**src/design/tsr_pkg.sv**
```systemverilog
// Shared types and constants of the touch stroke rasterizer.
// No dependencies; tsr_if, tsr_front, tsr_queue, tsr_back and the top level use this package.
package tsr_pkg;

  localparam int CMD_W      = 2;
  localparam int COORD_W    = 10;
  localparam int ADDR_W     = 9;
  localparam int BYTE_W     = 8;
  // Grid cells are at most 256 wide or high.
  localparam int CELL_W     = 8;
  localparam int REG_IDX_W  = 2;
  localparam int REG_DATA_W = 10;

  localparam logic [CMD_W-1:0] CMD_TOUCH = 2'd0;
  localparam logic [CMD_W-1:0] CMD_CLEAR = 2'd1;
  localparam logic [CMD_W-1:0] CMD_READ  = 2'd2;

  localparam logic [REG_IDX_W-1:0] REG_PAD_ENABLED = 2'd0;
  localparam logic [REG_IDX_W-1:0] REG_PAD_LEFT    = 2'd1;
  localparam logic [REG_IDX_W-1:0] REG_PAD_TOP     = 2'd2;

  localparam logic [COORD_W-1:0] PAD_LEFT_RST = 10'd89;
  localparam logic [COORD_W-1:0] PAD_TOP_RST  = 10'd70;

  typedef enum logic [1:0] {
    OP_NOP,
    OP_CLEAR,
    OP_READ,
    OP_DRAW
  } op_kind_t;

  // One classified command on its way from the front end to the drawing engine.
  typedef struct packed {
    op_kind_t            kind;
    logic [CELL_W-1:0]   x0;
    logic [CELL_W-1:0]   y0;
    logic [CELL_W-1:0]   x1;
    logic [CELL_W-1:0]   y1;
    logic [ADDR_W-1:0]   addr;
  } op_t;

endpackage

```
**src/design/tsr_queue.sv**
```systemverilog
// Short op queue between the front end and the drawing engine.
// Depends on tsr_pkg for the op type.
module tsr_queue #(
  parameter int DEPTH = 2
) (
  input  logic           clk,
  input  logic           rst,
  input  logic           push,
  input  tsr_pkg::op_t   din,
  output logic           full,
  input  logic           pop,
  output tsr_pkg::op_t   dout,
  output logic           valid
);
  import tsr_pkg::*;

  localparam int PTRW = (DEPTH > 1) ? $clog2(DEPTH) : 1;
  localparam int CNTW = $clog2(DEPTH + 1);

  op_t             slots [DEPTH];
  logic [PTRW-1:0] wr_ptr;
  logic [PTRW-1:0] rd_ptr;
  logic [CNTW-1:0] count;

  assign full  = (count == CNTW'(DEPTH));
  assign valid = (count != '0);
  assign dout  = slots[rd_ptr];

  always_ff @(posedge clk) begin
    if (push) slots[wr_ptr] <= din;
  end

  always_ff @(posedge clk) begin
    if (rst) begin
      wr_ptr <= '0;
      rd_ptr <= '0;
      count  <= '0;
    end else begin
      if (push) wr_ptr <= (wr_ptr == PTRW'(DEPTH - 1)) ? '0 : wr_ptr + 1'b1;
      if (pop)  rd_ptr <= (rd_ptr == PTRW'(DEPTH - 1)) ? '0 : rd_ptr + 1'b1;
      if (push && !pop)      count <= count + 1'b1;
      else if (pop && !push) count <= count - 1'b1;
    end
  end

endmodule

```
**config.mk**
```make
export PLATFORM = sky130hd
export DESIGN_NAME = tsr_queue
export DESIGN_NICKNAME = d
export VERILOG_FILES = /design/src/design/tsr_pkg.sv /design/src/design/tsr_queue.sv
export SDC_FILE = /design/constraint.sdc
export NUM_CORES = 1
export LEC_CHECK = 0
export BUFFER_PORTS_ARGS = -buffer_cell sky130_fd_sc_hd__buf_2
export CAP_MARGIN = 10
export CORE_MARGIN = 5
export CORE_UTILIZATION = 25
export DETAILED_ROUTE_END_ITERATION = 10
export SLEW_MARGIN = 10
export SYNTH_ARGS = -nofsm -noshare
export SYNTH_HDL_FRONTEND = slang
export SYNTH_SLANG_ARGS = --single-unit
```
**constraint.sdc**
```tcl
create_clock -name clk -period 3 [get_ports clk]
set_input_delay 0.3 -clock clk [delete_from_list [all_inputs] [get_ports clk]]
set_output_delay 0.3 -clock clk [all_outputs]
set_load 0.005 [all_outputs]
```
Yosys cells after proc, flatten, opt, wreduce, memory -nomap -nowiden. Memory sizes are Yosys's and may differ from the RTL's. A register that Yosys moved wholly into a read port is not among the register bits. Index checks and enable logic that the tools add are counted.

Register bits: 4. Memory bits (writable): 86. Bits of input ports: 47. Output and inout port bits: 45. Word-level logic and storage cells: 23. Memories: 1.

Memory list: slots (words 2, bits a word 43, rd ports 1, clocked after memory_dff 1, wr ports 1, line tsr_queue.sv:20) `op_t slots [DEPTH];`.

Add/sub/neg operators: 4. Eq/ne operators: 1. Multiplexer cells: 8. Reductions and logical operators: 6.

Operators by type and width (number): $mux 1 (6); $mux 2 (2); $reduce_bool 2->1 (2); $add 1x1->1 const B (2); $add 2x1->2 const B (1); $eq 2x2->1 const B (1); $logic_and 1x1->1 (2); $logic_not 1->1 (2); $sub 2x1->2 const B (1).

Longest topological paths before layout. Gate-level depths: netlist of the first run.

Word-level depth: 4. Depth in mapped cells: 5. Gate-level depth less buffers: 5.

Worst setup path after synthesis of the first run. OpenSTA, ideal clock, no wires.

Kind: register -> register. Start: register wr_ptr. End: memory slots[0][0] in the netlist's numbering, enable pin. Library setup time: 0.449 ns. Arrival: 2.251 ns. Data required time: 2.551 ns. Path slack: 0.301 ns. Cell stages (with the launch flop): 2. Buffers on the path: 0. Period minus slack after synthesis: 2.699 ns. Cell sequence: dfxtp_1 nor2b_1.

RTL lines: start, declared (line tsr_queue.sv:21) `logic [PTRW-1:0] wr_ptr;`; start signal, assigned (line tsr_queue.sv:39) `if (push) wr_ptr <= (wr_ptr == PTRW'(DEPTH - 1)) ? '0 : wr_ptr + 1'b1;`; end, declared (line tsr_queue.sv:20).

No word-level cell before the write port.

==> results of run 1 <==
layout make-up:
| class | instances | area (um2) |
|---|---|---|
| clock inverter | 5 | 77.6 |
| sequential | 91 | 2680 |
| inverter | 1 | 3.75 |
| tap | 176 | 220 |
| clock buffer | 11 | 233 |
| timing repair buffer | 96 | 493 |
| fill | 1294 | 8830 |
| multi-input combinational | 59 | 599 |
power groups by stage:
stage	logic [mW]	registers [mW]	clock network, mW
5_1_grt	0.310	1.51	1.26
3_3_place_gp	0.285	1.53	0
3_5_place_dp	0.288	1.54	0
4_1_cts	0.290	1.51	1.21
2_1_floorplan	0.156	1.52	0
6_report	0.279	1.51	1.18
cells in the mapped netlist, drive strengths merged:
cell	instances
ha	1
dfxtp	5
or2	1
xor2	2
o21ai	1
and2b	1
inv	1
and2	1
edfxtp	86
mux2	43
xnor2	2
buf	5
nor2	4
or3	1
a21oi	1
nor2b	1
routing by layer:
layer	wire length (um)	up-vias	part of all wire, %
met5	0	-	0
met4	161	0	2.5
met3	492	14	7.8
met2	3120	53	49
met1	2560	851	40
li1	-	810	-
worst paths after layout:
path,startpoint,to,cells after the start
min,din[18],slots[1][18],1
min reg2reg,rd_ptr,rd_ptr,2
max,flop,dout[18],3
max reg2reg,wr_ptr,slots[1][36],2
worst max-delay path: cells and delay by family (launching register included):
| kind | cells | cell delay (ns) |
|---|---|---|
| buffers and inverters | 2 | 0.46 |
| DFF | 1 | 0.57 |
| muxes | 1 | 0.39 |
state kept, by name, indices dropped and copies added, names as in the netlist, named ones only:
name / count
rd_ptr: 1
count: 2
wr_ptr: 1
slots: 86
stage by stage:
stage	hold slack (ns)	total power [mW]
after floorplan	0.369	1.68
after global placement	0.472	1.82
after detailed placement	0.491	1.83
after CTS	0.124	3.01
after global routing	0.132	3.09
final	0.139	2.96
cells in the final DEF, fill, tap and decap left out, types with 2 or more instances in the layout:
cell	instances
mux2_2	43
xnor2_1	2
bufinv_16	2
xor2_1	2
dfxtp_1	4
edfxtp_1	86
buf_2	91
clkinv_2	2
clkbuf_16	9
nor2_1	4
buf_4	5
clkbuf_1	2
cells by family after synthesis:
| kind of cell | after synthesis |
|---|---|
| flops | 91 |
| mux | 43 |
| simple gates | 9 |
| buf+inv | 6 |
| xor+xnor | 4 |
| compound gates | 2 |
| fa+ha+maj | 1 |
==> results_dict.tcl, run 1 <==
set metrics [dict create \
    outcome "completed" \
    fin_cells 439 \
    hold_path.class "in -> reg" \
    critPathArrivalTime_ns 1.78 \
    drv_slew 0 \
    die_x_um 125 \
    use_met1_pct 8.71 \
    via_per_inst 3.94 \
    critPathMaxFanout 16 \
    wl_um 6330 \
    grt_pass1_vias 1942 \
    tritoncts "built" \
    fin_crit_sh_pct 69.3 \
    synth_fa_ha_area_share_pct 0.378 \
    crit_type "reg -> out" \
    synth_top_family_by_area "multiplexers" \
    drt_iter0_drc 124 \
    grt_use_met3_pct 3.88 \
    drive_gt1_share_pct 60.1 \
    dpl.cell_count 423 \
    clock-sinks 91 \
    synth_mux_area_share_pct 14.6 \
    switching_share_pct 20.5 \
    grtUsageMet2_pct 13.9 \
    maxCapViolations 0 \
    setup_tns_ns 0 \
    p_switching_uw 607 \
    ios 92 \
    post_drt_wl_per_cell_um 14.4 \
    via_count 1728 \
    synthTopCellsByArea "edfxtp_1, mux2_2, dfxtp_1, buf_4, xnor2_1" \
    rsz0062_at_grt "no" \
    final_antenna_net_count 0 \
    p_seq_share_pct 50.9 \
    leakage_nw 1.61 \
    synth.largest_area_cell "edfxtp_1" \
    grt.busiest_layer "met2" \
    yosys.area_share.simple_pct 1.47 \
    htreeDepth 3 \
    synth_cell_types 17 \
    pwr-share-clk_pct 39.7 \
    syn_nets 204 \
    synthCells 156 \
    holdBufCountCts 0 \
    yosys_warnings 0 \
    clk_latency_ns 0.34 \
    clk_path_buf_depth 2 \
    first_pass_iters 3 \
    antennaDiodeCount 0 \
    combPwrFrac_pct 9.4 \
    finalCriticalPeriod_ns 2.08 \
    cts_made_buffers 9 \
    final_area_um2 4310 \
    tightest_slew_ns 0.617 \
    utilization_pct 32.8 \
    synth.avg_cell_area_um2 21.2 \
    p_per_area_nw_per_um2 687 \
    finalSetupViolCount 0 \
    grt-ovfl-total 0 \
    initial_core_util_pct 25.2 \
    slew_headroom_pct 58.9 \
    fmax_mhz 481 \
    clk_pin_slew_ns 0.06 \
    layout_setup_ws_ns 0.920 \
    ir_worst_vdd_uv 192 \
    num-nets-final 306 \
    dp_slack_ns 1.22 \
    post-cts-setup-buffer-count 0 \
    track_usage_pct 8.37 \
    synth_seq_cells 91 \
    core_area_um2 13100 \
    synth-xor-area-share_pct 1.06 \
    dp_hpwl_um 4280 \
    die_y_um 125 \
    grt_max_degree 44 \
    synth-compound-area-share_pct 0.302 \
    synth_top_area_share_pct 78.0 \
    antenna_found_initial 0 \
    synth.yosys.seq_area_share_pct 81.0 \
    fin_worst_skew_ns 0.00477 \
    root_buffer "clkbuf_16" \
    critPathLaunchType "flop" \
    cp_slowest_cell "dfxtp_2" \
    gp_congestion 0.671 \
    path_cells "buf_4 -> mux2_2 -> buf_2" \
    cp-end-kind "primary output" \
    hold_viol 0 \
    max_stage_delay_ns 0.57 \
    ctsResizeCount 0 \
    rows 42 \
    dieArea_um2 15700 \
    reg2reg_slack_ns 1.54 \
    layout-area-overhead-vs-synth_pct 30.1 \
    required_ns 2.70 \
    placed_cell_area_um2 4000 \
    numPortBuffers 91 \
    drc 0 \
    grt_pass1_wl_um 9860 \
    intPower_mw 2.35 \
    syn_area_um2 3310 \
]
(Power assumes the default switching activity.)
==> run 2, diff against run 1 <==
Settings changed: ABC_AREA set to 1.
Clock period 3 ns to 1.8 ns, I/O delays scaled along.
==> run 2 against run 1 <==
Against the previous run:
- hold slack worse by 0.11 ns
- register-to-register slack worse by 0.90 ns
- routed wire length down 0.19%
- cell count up 3.4%
- sequential share of layout area down 2.9 points
- synthesized cell count up 7.1%
- sequential power up 64%
- critical endpoint is now dout[22]
- largest cell class unchanged
==> results_dict.tcl, run 2 <==
set metrics [dict create \
    synth_edf_count 86 \
    path_cells "buf_12 -> mux2_2 -> buf_2" \
    p_per_area_nw_per_um2 1100 \
    clk_pin_slew_ns 0.06 \
    setup_tns_ns 0 \
    dpl.cell_count 438 \
    drc 0 \
    multi_input_area_um2 734 \
    ios 92 \
    wl_um 6320 \
    async_reset_ff_share_pct 0 \
    outcome "completed" \
    die_y_um 129 \
    utilization_pct 32.6 \
    maxCapViolations 0 \
    initial_core_util_pct 25.5 \
    synth_mux_area_share_pct 17.9 \
    grt_pass1_wl_um 9820 \
    crit_type "reg -> out" \
    gp_congestion 0.653 \
    track_usage_pct 8.12 \
    synth_top_flop_cell "edfxtp_1" \
    synth_fa_ha_area_share_pct 0.354 \
    clock-sinks 91 \
    max_stage_delay_ns 0.38 \
    clk_latency_ns 0.34 \
    synth.avg_cell_area_um2 21.2 \
    die_x_um 129 \
    critPathArrivalTime_ns 1.44 \
    tritoncts "built" \
    tightest_slew_ns 0.367 \
    rsz0062_at_grt "no" \
    drive_gt1_share_pct 56.9 \
    synth.largest_area_cell "edfxtp_1" \
    hold_path.class "in -> reg" \
    cts_made_buffers 9 \
    root_buffer "clkbuf_16" \
    holdBufCountCts 0 \
    synthCells 167 \
    grt_max_degree 45 \
    synth_seq_cells 91 \
    critPathMaxFanout 25 \
    ir_worst_vdd_uv 486 \
    post_drt_wl_per_cell_um 13.9 \
    synth_top_family_by_area "multiplexers" \
    cp_slowest_cell "dfxtp_4" \
    fin_worst_skew_ns 0.00915 \
    first_pass_iters 3 \
    yosys_warnings 0 \
    crit_buf_inv 2 \
    syn_area_um2 3530 \
    grt-ovfl-total 0 \
    cp-end-kind "primary output" \
    largest_reg_flops 86 \
    numPortBuffers 91 \
    num-nets-final 317 \
    top_register "slots" \
    slew_headroom_pct 75.6 \
    synth.most_common_cell "edfxtp_1" \
    final_common_cell "buf_2" \
    critPathLaunchType "flop" \
    synth-xor-area-share_pct 0.248 \
    synthTopCellsByArea "edfxtp_1, mux2_4, dfxtp_1, buf_12, inv_1" \
    final_antenna_net_count 0 \
    fmax_mhz 617 \
    final_cell_mix "buf_2, edfxtp_1, mux2_4, clkbuf_16, inv_1" \
    yosys-top-cells-count "edfxtp_1, mux2_4, inv_1" \
    finalCriticalPeriod_ns 1.62 \
    antennaDiodeCount 0 \
    layout-area-overhead-vs-synth_pct 28.1 \
    dp_hpwl_um 4470 \
    layout_setup_ws_ns 0.179 \
    ctsResizeCount 0 \
    drv_slew 0 \
    leakage_nw 1.80 \
    required_ns 1.62 \
    reg_top3 "slots x86, count x2" \
    post-cts-setup-buffer-count 0 \
    synth_cell_types 16 \
    via_per_inst 3.86 \
    dieArea_um2 16600 \
    via_count 1754 \
    synth_top_area_share_pct 73.1 \
    rows 43 \
    syn_nets 215 \
    antenna_found_initial 0 \
    grt_pass1_vias 1902 \
    clk_path_buf_depth 2 \
    synth-compound-area-share_pct 0.283 \
    fin_crit_sh_pct 90.0 \
    htreeDepth 3 \
    finalSetupViolCount 0 \
    core_area_um2 13900 \
    hold_viol 0 \
    dp_slack_ns 0.539 \
    fin_cells 454 \
    regArea_um2 2690 \
    yosys.area_share.simple_pct 1.73 \
    path_delay_family "flip-flops" \
    synth.yosys.seq_area_share_pct 75.9 \
    n_fill_cell 1365 \
    drt_iter0_drc 66 \
]
[run 2: cell types whose count changed after synthesis, moves of 4 or more]
cell and delta:
mux2_4 +40, buf_12 +4, buf_4 -4, nand2_1 +6, mux2_2 -40, inv_1 +8
[run 2: area by class of cell]
class | count | share of cell area [%]
clock buffer | 9 | 4.97
clock inverter | 7 | 2.04
inverter | 9 | 0.746
multi-input combinational | 62 | 16.2
sequential | 91 | 59.3
tap | 180 | 4.97
timing repair buffer | 96 | 11.7
[run 2: worst paths after layout]
kind                 from           end  slack (ns)  cells past startpoint
setup / recovery     flop      dout[22]        0.18                      3
hold / removal    din[26]  slots[1][26]        0.03                      1
setup reg to reg   wr_ptr  slots[0][41]        0.64                      2
hold reg to reg    rd_ptr        rd_ptr        0.53                      2
[run 2: power breakdown]
part | internal [mW] | switching [mW] | leakage [nW]
clock network | 1.21 | 0.753 | 0.151
logic | 0.298 | 0.235 | 0.795
registers | 2.45 | 0.0330 | 0.849
[run 2: cell families after synthesis]
| group | count (synthesis) |
|---|---|
| xor gates and xnor gates | 1 |
| buffers and inverters | 14 |
| AOI/OAI and AO/OA | 2 |
| adders and majority gates | 1 |
| and+or+nand+nor | 15 |
| DFF | 91 |
| muxes | 43 |
[run 2: through the flow]
step | cell area (um2) | hold slack (ns) | power, mW
global route | 4530 | 0.00980 | 5.20
finish | 4530 | 0.0256 | 4.97
CTS | 4530 | 0.00173 | 5.08
floorplan | 3540 | 0.252 | 2.86
detailed placement | 4210 | 0.375 | 3.08
global placement | 4210 | 0.368 | 3.06
[run 2: routing by layer]
metal | share of wire [%] | track usage (%) | wire (um)
met5 | 0 | 0 | 0
met4 | 2.5 | 5.19 | 161
met2 | 49 | 13.1 | 3120
met1 | 41 | 8.93 | 2580
met3 | 7.2 | 3.15 | 456
