<file path="src/design/tsr_pkg.sv">
// Shared types and constants of the touch stroke rasterizer.
// No dependencies; tsr_if, tsr_front, tsr_queue, tsr_back and the top level use this package.
package tsr_pkg;

  localparam int CMD_W      = 2;
  localparam int COORD_W    = 10;
  localparam int ADDR_W     = 9;
  localparam int BYTE_W     = 8;
  // Grid cells are at most 256 wide or high.
  localparam int CELL_W     = 8;
  localparam int REG_IDX_W  = 2;
  localparam int REG_DATA_W = 10;

  localparam logic [CMD_W-1:0] CMD_TOUCH = 2'd0;
  localparam logic [CMD_W-1:0] CMD_CLEAR = 2'd1;
  localparam logic [CMD_W-1:0] CMD_READ  = 2'd2;

  localparam logic [REG_IDX_W-1:0] REG_PAD_ENABLED = 2'd0;
  localparam logic [REG_IDX_W-1:0] REG_PAD_LEFT    = 2'd1;
  localparam logic [REG_IDX_W-1:0] REG_PAD_TOP     = 2'd2;

  localparam logic [COORD_W-1:0] PAD_LEFT_RST = 10'd89;
  localparam logic [COORD_W-1:0] PAD_TOP_RST  = 10'd70;

  typedef enum logic [1:0] {
    OP_NOP,
    OP_CLEAR,
    OP_READ,
    OP_DRAW
  } op_kind_t;

  // One classified command on its way from the front end to the drawing engine.
  typedef struct packed {
    op_kind_t            kind;
    logic [CELL_W-1:0]   x0;
    logic [CELL_W-1:0]   y0;
    logic [CELL_W-1:0]   x1;
    logic [CELL_W-1:0]   y1;
    logic [ADDR_W-1:0]   addr;
  } op_t;

endpackage

</file>
<file path="src/design/tsr_if.sv">
// Channel interfaces: command requests, results and register writes.
// Depends on tsr_pkg for field widths.
interface tsr_req_if;
  logic                         valid;
  logic                         ready;
  logic [tsr_pkg::CMD_W-1:0]    cmd;
  logic                         pressed;
  logic [tsr_pkg::COORD_W-1:0]  touch_x;
  logic [tsr_pkg::COORD_W-1:0]  touch_y;
  logic [tsr_pkg::ADDR_W-1:0]   byte_addr;

  modport source (output valid, cmd, pressed, touch_x, touch_y, byte_addr, input ready);
  modport sink   (input valid, cmd, pressed, touch_x, touch_y, byte_addr, output ready);
endinterface


interface tsr_cfg_if;
  logic                             valid;
  logic                             ready;
  logic [tsr_pkg::REG_IDX_W-1:0]    index;
  logic [tsr_pkg::REG_DATA_W-1:0]   data;

  modport source (output valid, index, data, input ready);
  modport sink   (input valid, index, data, output ready);
endinterface

</file>
<file path="src/design/tsr_front.sv">
// Front end: pad registers, touch classification, scaling to grid cells.
// Depends on tsr_pkg and tsr_if; feeds classified ops into the queue.
module tsr_front #(
  parameter int GRID_W   = 64,
  parameter int GRID_H   = 64,
  parameter int PAD_SPAN = 288
) (
  input  logic           clk,
  input  logic           rst,
  tsr_req_if.sink        req,
  tsr_cfg_if.sink        cfg,
  output tsr_pkg::op_t   op,
  output logic           op_push,
  input  logic           op_full
);
  import tsr_pkg::*;

  localparam int GMAX  = (GRID_W > GRID_H) ? GRID_W : GRID_H;
  localparam int QW    = $clog2(GMAX);
  localparam int PRODW = COORD_W + $clog2(GMAX + 1);
  localparam int SUMW  = COORD_W + 1;
  // Reciprocal of the pad span, exact for every product below 2**PRODW.
  localparam int SPANW = $clog2(PAD_SPAN);
  localparam int SHIFT = PRODW + SPANW;
  localparam int MW    = PRODW + 2;
  localparam int MULW  = PRODW + MW;
  localparam logic [MW-1:0] RECIP =
    MW'(((64'd1 << SHIFT) + 64'(PAD_SPAN) - 64'd1) / 64'(PAD_SPAN));

  typedef enum logic [2:0] {
    F_IDLE = 3'b001,
    F_DIV  = 3'b010,
    F_PUSH = 3'b100
  } fstate_t;

  fstate_t             state;
  logic                pad_enabled;
  logic [COORD_W-1:0]  pad_left;
  logic [COORD_W-1:0]  pad_top;
  logic                was_pressed;
  logic [CELL_W-1:0]   last_x;
  logic [CELL_W-1:0]   last_y;
  logic [PRODW-1:0]    prod_x;
  logic [PRODW-1:0]    prod_y;
  logic [QW-1:0]       qx;
  logic [QW-1:0]       qy;

  logic                accept;
  logic                in_pad;
  logic                need_div;
  logic [COORD_W-1:0]  ox;
  logic [COORD_W-1:0]  oy;
  logic [CELL_W-1:0]   px;
  logic [CELL_W-1:0]   py;
  logic [MULW-1:0]     mul_x;
  logic [MULW-1:0]     mul_y;

  assign cfg.ready = 1'b1;
  assign req.ready = (state == F_IDLE) && !op_full;
  assign accept    = req.valid && req.ready;

  assign in_pad = (req.touch_x >= pad_left) &&
                  (SUMW'(req.touch_x) < SUMW'(pad_left) + SUMW'(PAD_SPAN)) &&
                  (req.touch_y >= pad_top) &&
                  (SUMW'(req.touch_y) < SUMW'(pad_top) + SUMW'(PAD_SPAN));
  assign need_div = (req.cmd == CMD_TOUCH) && pad_enabled && req.pressed && in_pad;
  assign ox = req.touch_x - pad_left;
  assign oy = req.touch_y - pad_top;

  assign mul_x = MULW'(prod_x) * MULW'(RECIP);
  assign mul_y = MULW'(prod_y) * MULW'(RECIP);

  // Quotient stays below the grid size; clamp only as a guard.
  assign px = ({1'b0, qx} >= (QW+1)'(GRID_W)) ? CELL_W'(GRID_W - 1) : CELL_W'(qx);
  assign py = ({1'b0, qy} >= (QW+1)'(GRID_H)) ? CELL_W'(GRID_H - 1) : CELL_W'(qy);

  always_comb begin
    op      = '0;
    op.kind = OP_NOP;
    op_push = 1'b0;
    if (state == F_PUSH) begin
      op.kind = OP_DRAW;
      op.x0   = was_pressed ? last_x : px;
      op.y0   = was_pressed ? last_y : py;
      op.x1   = px;
      op.y1   = py;
      op_push = !op_full;
    end else begin
      case (req.cmd)
        CMD_CLEAR: op.kind = OP_CLEAR;
        CMD_READ: begin
          op.kind = OP_READ;
          op.addr = req.byte_addr;
        end
        default: op.kind = OP_NOP;
      endcase
      op_push = accept && !need_div;
    end
  end

  always_ff @(posedge clk) begin
    if (rst) begin
      pad_enabled <= 1'b0;
      pad_left    <= PAD_LEFT_RST;
      pad_top     <= PAD_TOP_RST;
    end else if (cfg.valid) begin
      case (cfg.index)
        REG_PAD_ENABLED: pad_enabled <= cfg.data[0];
        REG_PAD_LEFT:    pad_left    <= cfg.data;
        REG_PAD_TOP:     pad_top     <= cfg.data;
        default: ;
      endcase
    end
  end

  always_ff @(posedge clk) begin
    if (rst) begin
      state       <= F_IDLE;
      was_pressed <= 1'b0;
      last_x      <= '0;
      last_y      <= '0;
    end else begin
      case (state)
        F_IDLE: begin
          if (accept && (req.cmd == CMD_TOUCH) && pad_enabled) begin
            if (need_div) begin
              state <= F_DIV;
            end else begin
              was_pressed <= req.pressed;
            end
          end
        end
        F_DIV: begin
          state <= F_PUSH;
        end
        F_PUSH: begin
          if (!op_full) begin
            last_x      <= px;
            last_y      <= py;
            was_pressed <= 1'b1;
            state       <= F_IDLE;
          end
        end
        default: state <= F_IDLE;
      endcase
    end
  end

  // Scale by the grid size, then divide by the pad span through its reciprocal.
  always_ff @(posedge clk) begin
    if (state == F_IDLE) begin
      prod_x <= PRODW'(ox) * PRODW'(GRID_W);
      prod_y <= PRODW'(oy) * PRODW'(GRID_H);
    end else if (state == F_DIV) begin
      qx <= QW'(mul_x >> SHIFT);
      qy <= QW'(mul_y >> SHIFT);
    end
  end

endmodule

</file>
<file path="src/flat_wrapper.sv">
// flat-port wrapper written by rule: the top's interface ports become plain ports
module tsr_front_flat import tsr_pkg::*;
#(
  parameter int GRID_W   = 64,
  parameter int GRID_H   = 64,
  parameter int PAD_SPAN = 288
)
  (clk, rst, op, op_push, op_full, req_valid, req_cmd, req_pressed, req_touch_x, req_touch_y, req_byte_addr, req_ready, cfg_valid, cfg_index, cfg_data, cfg_ready);
  tsr_req_if req_i ();
  tsr_cfg_if cfg_i ();
  input  logic clk;
  input  logic rst;
  output tsr_pkg::op_t op;
  output logic op_push;
  input  logic op_full;
  input wire logic [$bits(req_i.valid)-1:0] req_valid;
  input wire logic [$bits(req_i.cmd)-1:0] req_cmd;
  input wire logic [$bits(req_i.pressed)-1:0] req_pressed;
  input wire logic [$bits(req_i.touch_x)-1:0] req_touch_x;
  input wire logic [$bits(req_i.touch_y)-1:0] req_touch_y;
  input wire logic [$bits(req_i.byte_addr)-1:0] req_byte_addr;
  output wire logic [$bits(req_i.ready)-1:0] req_ready;
  input wire logic [$bits(cfg_i.valid)-1:0] cfg_valid;
  input wire logic [$bits(cfg_i.index)-1:0] cfg_index;
  input wire logic [$bits(cfg_i.data)-1:0] cfg_data;
  output wire logic [$bits(cfg_i.ready)-1:0] cfg_ready;
  assign req_i.valid = req_valid;
  assign req_i.cmd = req_cmd;
  assign req_i.pressed = req_pressed;
  assign req_i.touch_x = req_touch_x;
  assign req_i.touch_y = req_touch_y;
  assign req_i.byte_addr = req_byte_addr;
  assign req_ready = req_i.ready;
  assign cfg_i.valid = cfg_valid;
  assign cfg_i.index = cfg_index;
  assign cfg_i.data = cfg_data;
  assign cfg_ready = cfg_i.ready;
  tsr_front #(.GRID_W(GRID_W), .GRID_H(GRID_H), .PAD_SPAN(PAD_SPAN)) u_core (.clk(clk), .rst(rst), .req(req_i), .cfg(cfg_i), .op(op), .op_push(op_push), .op_full(op_full));
endmodule
</file>
<file path="config.mk">
export PLATFORM = sky130hd
export DESIGN_NAME = tsr_front_flat
export DESIGN_NICKNAME = d
export VERILOG_FILES = /design/src/design/tsr_pkg.sv /design/src/design/tsr_if.sv /design/src/design/tsr_front.sv /design/src/flat_wrapper.sv
export SDC_FILE = /design/constraint.sdc
export NUM_CORES = 1
export LEC_CHECK = 0
export BUFFER_PORTS_ARGS = -buffer_cell sky130_fd_sc_hd__buf_2
export CAP_MARGIN = 30
export CORE_MARGIN = 10
export CORE_UTILIZATION = 65
export CTS_BUF_LIST = sky130_fd_sc_hd__clkbuf_4 sky130_fd_sc_hd__clkbuf_8
export CTS_CLUSTER_SIZE = 24
export DETAILED_ROUTE_END_ITERATION = 10
export PLACE_DENSITY = 0.88
export SETUP_SLACK_MARGIN = 0.2
export SYNTH_ARGS = -nofsm -noshare
export SYNTH_HDL_FRONTEND = slang
export SYNTH_SLANG_ARGS = --single-unit
</file>
<file path="constraint.sdc">
create_clock -name clk -period 12.75 [get_ports clk]
set_clock_uncertainty 0.05 [all_clocks]
set_input_delay 0.6375 -clock clk [delete_from_list [all_inputs] [get_ports clk]]
set_output_delay 0.6375 -clock clk [all_outputs]
set_load 0.01 [all_outputs]
</file>
# Word-level counts from Yosys, hierarchy flattened

Cells that the tools add are included.

Register bits: 69

$add $sub $neg: 4
$mul: 2
Order comparisons: 4
Eq/ne operators: 11
Muxes and demuxes: 16
Bitwise gates (word level): 2
Reductions and logical operators: 23

Operators by type and width:

| operator                                                               | count |
|---|---|
| 10-bit by 18-bit multiplier with 26-bit output (second input constant) | 2 |
| 32-bit 2-to-1 mux                                                      | 1 |
| 10-bit by 9-bit adder with 11-bit output (second input constant)       | 2 |
| 10-bit by 11-bit < comparator with 1-bit output                        | 2 |
| 10-bit greater-or-equal comparator                                     | 2 |
| 10-bit subtractor                                                      | 2 |
| 9-bit 2-to-1 mux                                                       | 2 |
| 6-bit 2-to-1 mux                                                       | 2 |
| 1-bit logical AND                                                      | 11 |
| 2-bit AND reduction                                                    | 5 |
| 3-bit 2-to-1 mux                                                       | 3 |
| 3-bit one-hot mux with 3 select lines                                  | 1 |
| 2-bit != test (second input constant)                                  | 3 |
| 2-bit by 1-bit equality test with 1-bit output (second input constant) | 2 |
| 2-bit equality test (second input constant)                            | 2 |
| 2-bit logical NOT                                                      | 2 |
| 1-bit 2-to-1 mux                                                       | 4 |
| 2-bit one-hot mux with 2 select lines                                  | 1 |
| 4-bit AND reduction                                                    | 1 |
| 3-bit by 1-bit equality test with 1-bit output (second input constant) | 1 |
| 3-bit by 2-bit equality test with 1-bit output (second input constant) | 1 |
| 3-bit equality test (second input constant)                            | 1 |
| 3-bit AND reduction                                                    | 1 |
| 1-bit logical NOT                                                      | 2 |
| 5 further kinds                                                        | 6 |

# Logic depth before layout (Yosys ltp)

Gate-level depths: netlist of run 1.

Depth after elaboration: 9
Gate-level depth with buffers: 18
Depth with buffers taken out: 18

# Worst setup path before layout of run 1

No wires, ideal clock.

Path kind: reg2reg
Start: register u_core.prod_y[10]
End: register u_core.qy[5] (data pin)
Library setup time: 0.260 ns
Arrival: 4.330 ns
Required time: 12.440 ns
Path slack: 8.110 ns
Stages on the path, launching flop included: 17
Period minus slack after synthesis: 4.640 ns
Cells stage by stage: edfxtp_1 ha_1 ha_1 or2_2 fa_1 inv_1 fa_1 inv_1 fa_1 ha_1 a21o_1 a21o_1 a21oi_2 a21oi_1 a21o_1 a311o_1 xnor2_1

Word-level cells in the longest chain between the ends: 1

RTL lines:

| what                                           | RTL line         | source |
|---|---|---|
| start: declaration                             | tsr_front.sv:44  | `logic [PRODW-1:0] prod_y;` |
| start signal: assignment                       | tsr_front.sv:153 | `prod_y <= PRODW'(oy) * PRODW'(GRID_H);` |
| 10-bit by 18-bit multiplier with 26-bit output | tsr_front.sv:71  | `assign mul_y = MULW'(prod_y) * MULW'(RECIP);` |
| via u_core.mul_y[31]                           | tsr_front.sv:56  | `logic [MULW-1:0] mul_y;` |
| end signal: assignment                         | tsr_front.sv:156 | `qy <= QW'(mul_y >> SHIFT);` |
| end: declaration                               | tsr_front.sv:46  | `logic [QW-1:0] qy;` |

The timed path passes the listed nets, and every way through them passes these cells.
A chain may end at the register's enable or synchronous reset.

# Final worst setup path of run 1

Start: register u_core.prod_y[13]
End: register u_core.qy[5] (data pin)

Same word-level chain as after synthesis.

==> impl_metrics.toml, run 1 <==
[worst_setup_path]
reg2reg_to = "u_core.qy[5]$_DFFE_PP_"
critPathMaxFanout = 6
crit_start = "u_core.prod_y[13]$_DFFE_PP_"
worstPathRequired_ns = 12.80
crit_arrival_ns = 5.01
critPathKind = "reg -> reg"
worstReg2RegStart = "u_core.prod_y[13]$_DFFE_PP_"
cp-end-kind = "flop"
start_kind = "flop"
r2r.worst_path.cells = 16
r2r_slack_ns = 7.79

[clock_network]
clock_latency_ns = 0.36
cts_buffers = 9
ctsResizeCount = 0
clk_pin_slew_worst_paths_ns = 0.07
cts-root-buf = "clkbuf_8"
htreeDepth = 3
cts_setup_buffers = 0
cts_hold_buf = 0
clockBufferDepth = 2
cts_tree = "yes"
clock-sinks = 69

[logic_synthesis]
synth_top_area_share_pct = 25.09
synth_adder_area_share_pct = 40.20
synth_area_leaders = "ha_1 25%, fa_1 15%, edfxtp_1 12%"
syn-cell-area_sq_um = 8079
ys_types = 52
synth_top_family_by_area = "adder cells"
synth-simple-area-share_pct = 12.13
synthMuxAreaShare_pct = 1.611
syn-instance-count = 882
async_flop_share_pct = 0
yosysMostFrequentCell = "ha_1"
ys.warnings.count = 0
ys_top_cells_by_count = "162 x ha_1, 160 x inv_1, 77 x nand2_1"
ys_seq_elements = 69
avgSynthCellArea_sq_um = 9.160
synth_xor_xnor_area_share_pct = 4.120
synth_ff_type = "dfxtp_1"
yosys.area.top_type = "ha_1"
ys_seq_area_share_pct = 21.06
synth_edf_count = 32
synth_compound_area_share_pct = 11.91

[route]
vias = 6336
drt-met1-wl_um = 7878
drt_pass1_iterations = 5
dr_wl_met2_um = 8720
drt_wl_total_um = 18240
met3_length_um = 1179
dr.max_layer_used = "met4"
post_drt_wl_per_cell_um = 16.04
drtIter0Drc = 376
viasPerCell = 5.573
drt.antenna.violating_nets = 0
drc = 0

[cells_and_area]
area.growth.synth_to_final_pct = 9.091
fill_cells = 891
drive_gt1_share_pct = 11.66
nets = 1236
diodes = 0

[worst_hold_path]
hold_start = "u_core.last_x[2]$_SDFFE_PP0P_"
hold_path_end = "u_core.last_x[2]$_SDFFE_PP0P_"
min_path_cells = 2
hp-class = "reg -> reg"

[global_routing]
overflow = 0
grt_pass1_vias = 6686
grt_max_degree = 38
antenna_found_initial = 0
grt_usage_pct = 21.26
grt_first_pass_wirelength_um = 30880

[run_status]
status = "complete, no violations"

[timing]
fin_crit_ns = 4.957
slew_violations = 0
slew_headroom_pct = 34.83
rsz0062_at_grt = "false"
tns_ns = 0
worst_pin_slew_ns = 0.9732
hold_viol = 0
fmax_mhz = 201.7
setup_viol = 0
fin_crit_sh_pct = 38.88

[floorplanning]
die_y_um = 131.5
start_util_pct = 66.70
dieWidth_um = 131.5
die_area_sq_um = 17290
rows = 40
design.portCount = 95
coreArea_sq_um = 12110

[flow_run]
maxCapViolations = 0

[place]
place.gp.congestion = 0.9297
io_buffers = 85
hpwl_um = 15500
==> how the worst max path moves through the flow <==
| stage | to | depth (start not counted) | slack [ns] |
|---|---|---|---|
| detailed placement | u_core.qy[5]$_DFFE_PP_ | 16 | 7.86 |
| floorplan | u_core.qy[5]$_DFFE_PP_ | 16 | 8.11 |
| global route | u_core.qx[4]$_DFFE_PP_ | 17 | 7.57 |
| global placement | u_core.qy[5]$_DFFE_PP_ | 13 | 7.98 |
| finish | u_core.qy[5]$_DFFE_PP_ | 16 | 7.79 |
| CTS | u_core.qy[5]$_DFFE_PP_ | 16 | 7.84 |
==> state kept, by name, indices dropped and copies added, names as in the netlist <==
signal and count:
u_core.qy 6, u_core.last_x 6, u_core.prod_y 10, u_core.qx 6, u_core.prod_x 10, u_core.state 3, u_core.pad_left 10, u_core.last_y 6
u_core.pad_top 10, u_core.was_pressed 1, u_core.pad_enabled 1
==> per-stage QoR <==
step / hold slack, ns / instance area, sq um / utilization (%) / cells / worst slack, ns
finish: 0.4029 / 8813 / 72.77 / 1137 / 7.793
global route: 0.4216 / 8813 / 72.77 / 1137 / 7.566
CTS: 0.4064 / 8813 / 72.77 / 1137 / 7.844
detailed placement: 0.3963 / 8642 / 71.35 / 1121 / 7.860
global placement: 0.3917 / 8642 / 71.35 / 1121 / 7.976
floorplan: 0.3860 / 8105 / - / 889 / 8.110
==> layer usage <==
metal | vias up | GRT usage [%]
met4 | 0 | 7.169
met1 | 2962 | 25.39
met5 | - | 0
li1 | 3104 | -
met3 | 39 | 5.602
met2 | 231 | 36.24
==> cell type report <==
cell class	instances	area, sq um	share of cell area (%)
clock buffer	10	131.4	1.491
clock inverter	6	40.04	0.4543
inverter	160	600.6	6.814
multi-input combinational	638	5697	64.64
sequential	69	1702	19.31
tap	168	210.2	2.385
timing repair buffer	86	432.9	4.912
==> logic make-up after synthesis <==
family                     count (synthesis)
adders and majority gates                223
and+or+nand+nor                          204
buffers and inverters                    182
AOI/OAI and AO/OA                        151
DFF                                       69
xor gates and xnor gates                  38
muxes                                     13
other                                      2
==> cells in the final DEF, fill, tap and decap left out, types with 17 or more instances in the layout <==
master	instances
ha_1	162
buf_2	85
nand2_1	77
a21o_1	24
edfxtp_1	32
xnor2_1	31
inv_1	160
fa_1	61
dfxtp_1	37
a21oi_1	60
nor2_1	43
o21ai_0	17
==> worst max-delay path, stage by stage, from the launching register on <==
cell and delay [ns]:
edfxtp_1 0.46, inv_1 0.10, fa_1 0.41, inv_1 0.07, fa_1 0.41, inv_1 0.09
fa_1 0.43, fa_1 0.57, inv_1 0.05, ha_1 0.33, ha_1 0.38, a21oi_1 0.25
a21boi_0 0.23, o211ai_1 0.15, a21o_1 0.22, a311o_1 0.37, xnor2_1 0.13
Power of run 1 is not shown: default switching activity piles up to over one toggle a cycle in this logic, so the estimate is an artifact.
==> run 2, diff against run 1 <==
--- a/config.mk
+++ b/config.mk
@@ -8,11 +8,11 @@
 export BUFFER_PORTS_ARGS = -buffer_cell sky130_fd_sc_hd__buf_2
 export CAP_MARGIN = 30
 export CORE_MARGIN = 10
-export CORE_UTILIZATION = 65
+export CORE_UTILIZATION = 62
 export CTS_BUF_LIST = sky130_fd_sc_hd__clkbuf_4 sky130_fd_sc_hd__clkbuf_8
 export CTS_CLUSTER_SIZE = 24
 export DETAILED_ROUTE_END_ITERATION = 10
-export PLACE_DENSITY = 0.88
+export PLACE_DENSITY = 0.84
 export SETUP_SLACK_MARGIN = 0.2
 export SYNTH_ARGS = -nofsm -noshare
 export SYNTH_HDL_FRONTEND = slang
==> constraint.sdc (replaced) <==
create_clock -name clk -period 5.2 [get_ports clk]
set_clock_uncertainty 0.05 [all_clocks]
set_input_delay 0.26 -clock clk [delete_from_list [all_inputs] [get_ports clk]]
set_output_delay 0.26 -clock clk [all_outputs]
set_load 0.01 [all_outputs]
==> run 2 against run 1 <==
Die area up 4.1%. Maximum frequency up 1.2%. Via count is 1.2% lower. Routed wire length decreased by 2.8%. Critical endpoint unchanged. Highest routed layer unchanged.
==> impl_metrics.toml, run 2 (synthesis gave the netlist of run 1 again) <==
[floorplanning]
start_util_pct = 63.76
rows = 41
die_y_um = 134.2
dieWidth_um = 134.2
coreArea_sq_um = 12670
design.portCount = 95
die_area_sq_um = 18000

[route]
drt_pass1_iterations = 5
drt.antenna.violating_nets = 0
drt_wl_total_um = 17720
vias = 6258
viasPerCell = 5.451
post_drt_wl_per_cell_um = 15.43
drc = 0
drtIter0Drc = 335

[flow_run]
maxCapViolations = 0

[worst_setup_path]
critPathMaxFanout = 5
crit_chain = "ha_1, ha_1, or2_2, fa_1, inv_1, fa_1, inv_1, fa_1, ha_1, a21o_1, a21o_1, a21oi_2, a21oi_1, a21o_1, a311o_1, xnor2_1"
cpMaxStageDelayCell = "fa_1"
critical_path.max_stage_delay_ns = 0.54
crit_arrival_ns = 4.95
worstPathRequired_ns = 5.26
cp-end-kind = "flop"
critPathKind = "reg -> reg"
start_kind = "flop"

[global_routing]
grt_usage_pct = 20.06
grt_first_pass_wirelength_um = 30140
grt_max_degree = 38
antenna_found_initial = 1
grt_pass1_vias = 6532
overflow = 0

[timing]
setup_viol = 0
rsz0062_at_grt = "true"
fin_crit_ns = 4.898
fin_crit_sh_pct = 94.20
slew_violations = 0
slew_headroom_pct = 36.19
hold_viol = 0
fmax_mhz = 204.2
worst_pin_slew_ns = 0.9529
tns_ns = 0

[clock_network]
cts_buffers = 9
cts_hold_buf = 0
clock_latency_ns = 0.36
clk_pin_slew_worst_paths_ns = 0.07
htreeDepth = 3
cts_tree = "yes"
clockBufferDepth = 2
cts-root-buf = "clkbuf_8"
clock-sinks = 69

[cells_and_area]
diodes = 0
multi_input_area_sq_um = 5703
layout_common_cells = "161 x ha_1, 160 x inv_1, 85 x buf_2"
drive_gt1_share_pct = 12.40
register_area_sq_um = 1702
nets = 1243
fill_cells = 948
final_common_cell = "ha_1"
area.growth.synth_to_final_pct = 10.18

[worst_hold_path]
hp-class = "in -> reg"

[place]
place.gp.congestion = 0.9325
hpwl_um = 15020
io_buffers = 85

[run_status]
status = "complete, no violations"
-- run 2: changes by cell type in the layout (fill, tap and decap cells not counted) --
cell | previous run | this run
a21oi_1 | 60 | 59
a21oi_2 | 2 | 3
buf_4 | 1 | 8
bufinv_16 | 0 | 1
clkinv_1 | 0 | 1
clkinv_2 | 3 | 1
ha_1 | 162 | 161
ha_2 | 0 | 1
-- run 2: worst paths after layout --
kind                                        start                               to  slack [ns]  cells after the start
setup / recovery      u_core.prod_y[10]$_DFFE_PP_           u_core.qy[5]$_DFFE_PP_        0.30                     16
hold / removal                        cfg_data[2]   u_core.pad_top[2]$_SDFFE_PP1P_        0.07                      2
setup reg to reg      u_core.prod_y[10]$_DFFE_PP_           u_core.qy[5]$_DFFE_PP_        0.30                     16
hold reg to reg   u_core.pad_left[2]$_SDFFE_PP0P_  u_core.pad_left[2]$_SDFFE_PP0P_        0.40                      2
-- run 2: critical path: cells and delay by family, from the launching register on --
kind	cells	cell delay, ns
adders and majority gates	6	2.39
AOI/OAI and AO/OA	6	1.13
DFF	1	0.52
and+or+nand+nor	1	0.28
buffers and inverters	2	0.13
xor gates and xnor gates	1	0.12
-- run 2: cell type report --
type | count | area share, %
flip-flops and latches | 69 | 19.12
inverters | 160 | 6.747
repair buffers | 93 | 5.454
clock buffers | 10 | 1.476
multi-input cells | 638 | 64.07
clock inverters | 6 | 0.7169
well taps | 172 | 2.418
-- run 2: per-layer routing --
metal	routed length (um)	vias up	track usage, %
met2	8368	188	34.31
met5	0	-	0
met3	1169	31	4.668
li1	-	3107	-
met1	7839	2932	24.55
met4	342	0	5.985
-- run 2: what timing repair did --
item | 4_1_cts | 5_1_grt
resized for setup | 0 | 2
setup buffers | 0 | 7
setup endpoints to repair | 0 | 3
-- run 2: per-stage QoR --
stage          area (sq um)  utilization (%)  setup slack, ns  hold WS [ns]  cells
2_1_floorplan          8105                -           0.5602        0.3278    889
3_3_place_gp           8647            68.24           0.4019        0.3917   1125
3_5_place_dp           8647            68.24           0.3163        0.3970   1125
4_1_cts                8842            69.78           0.2804       0.06211   1141
5_1_grt                8901            70.25           0.1651       0.08149   1148
6_report               8901            70.25           0.3017       0.06710   1148
Power of run 2 is left out for the same reason.
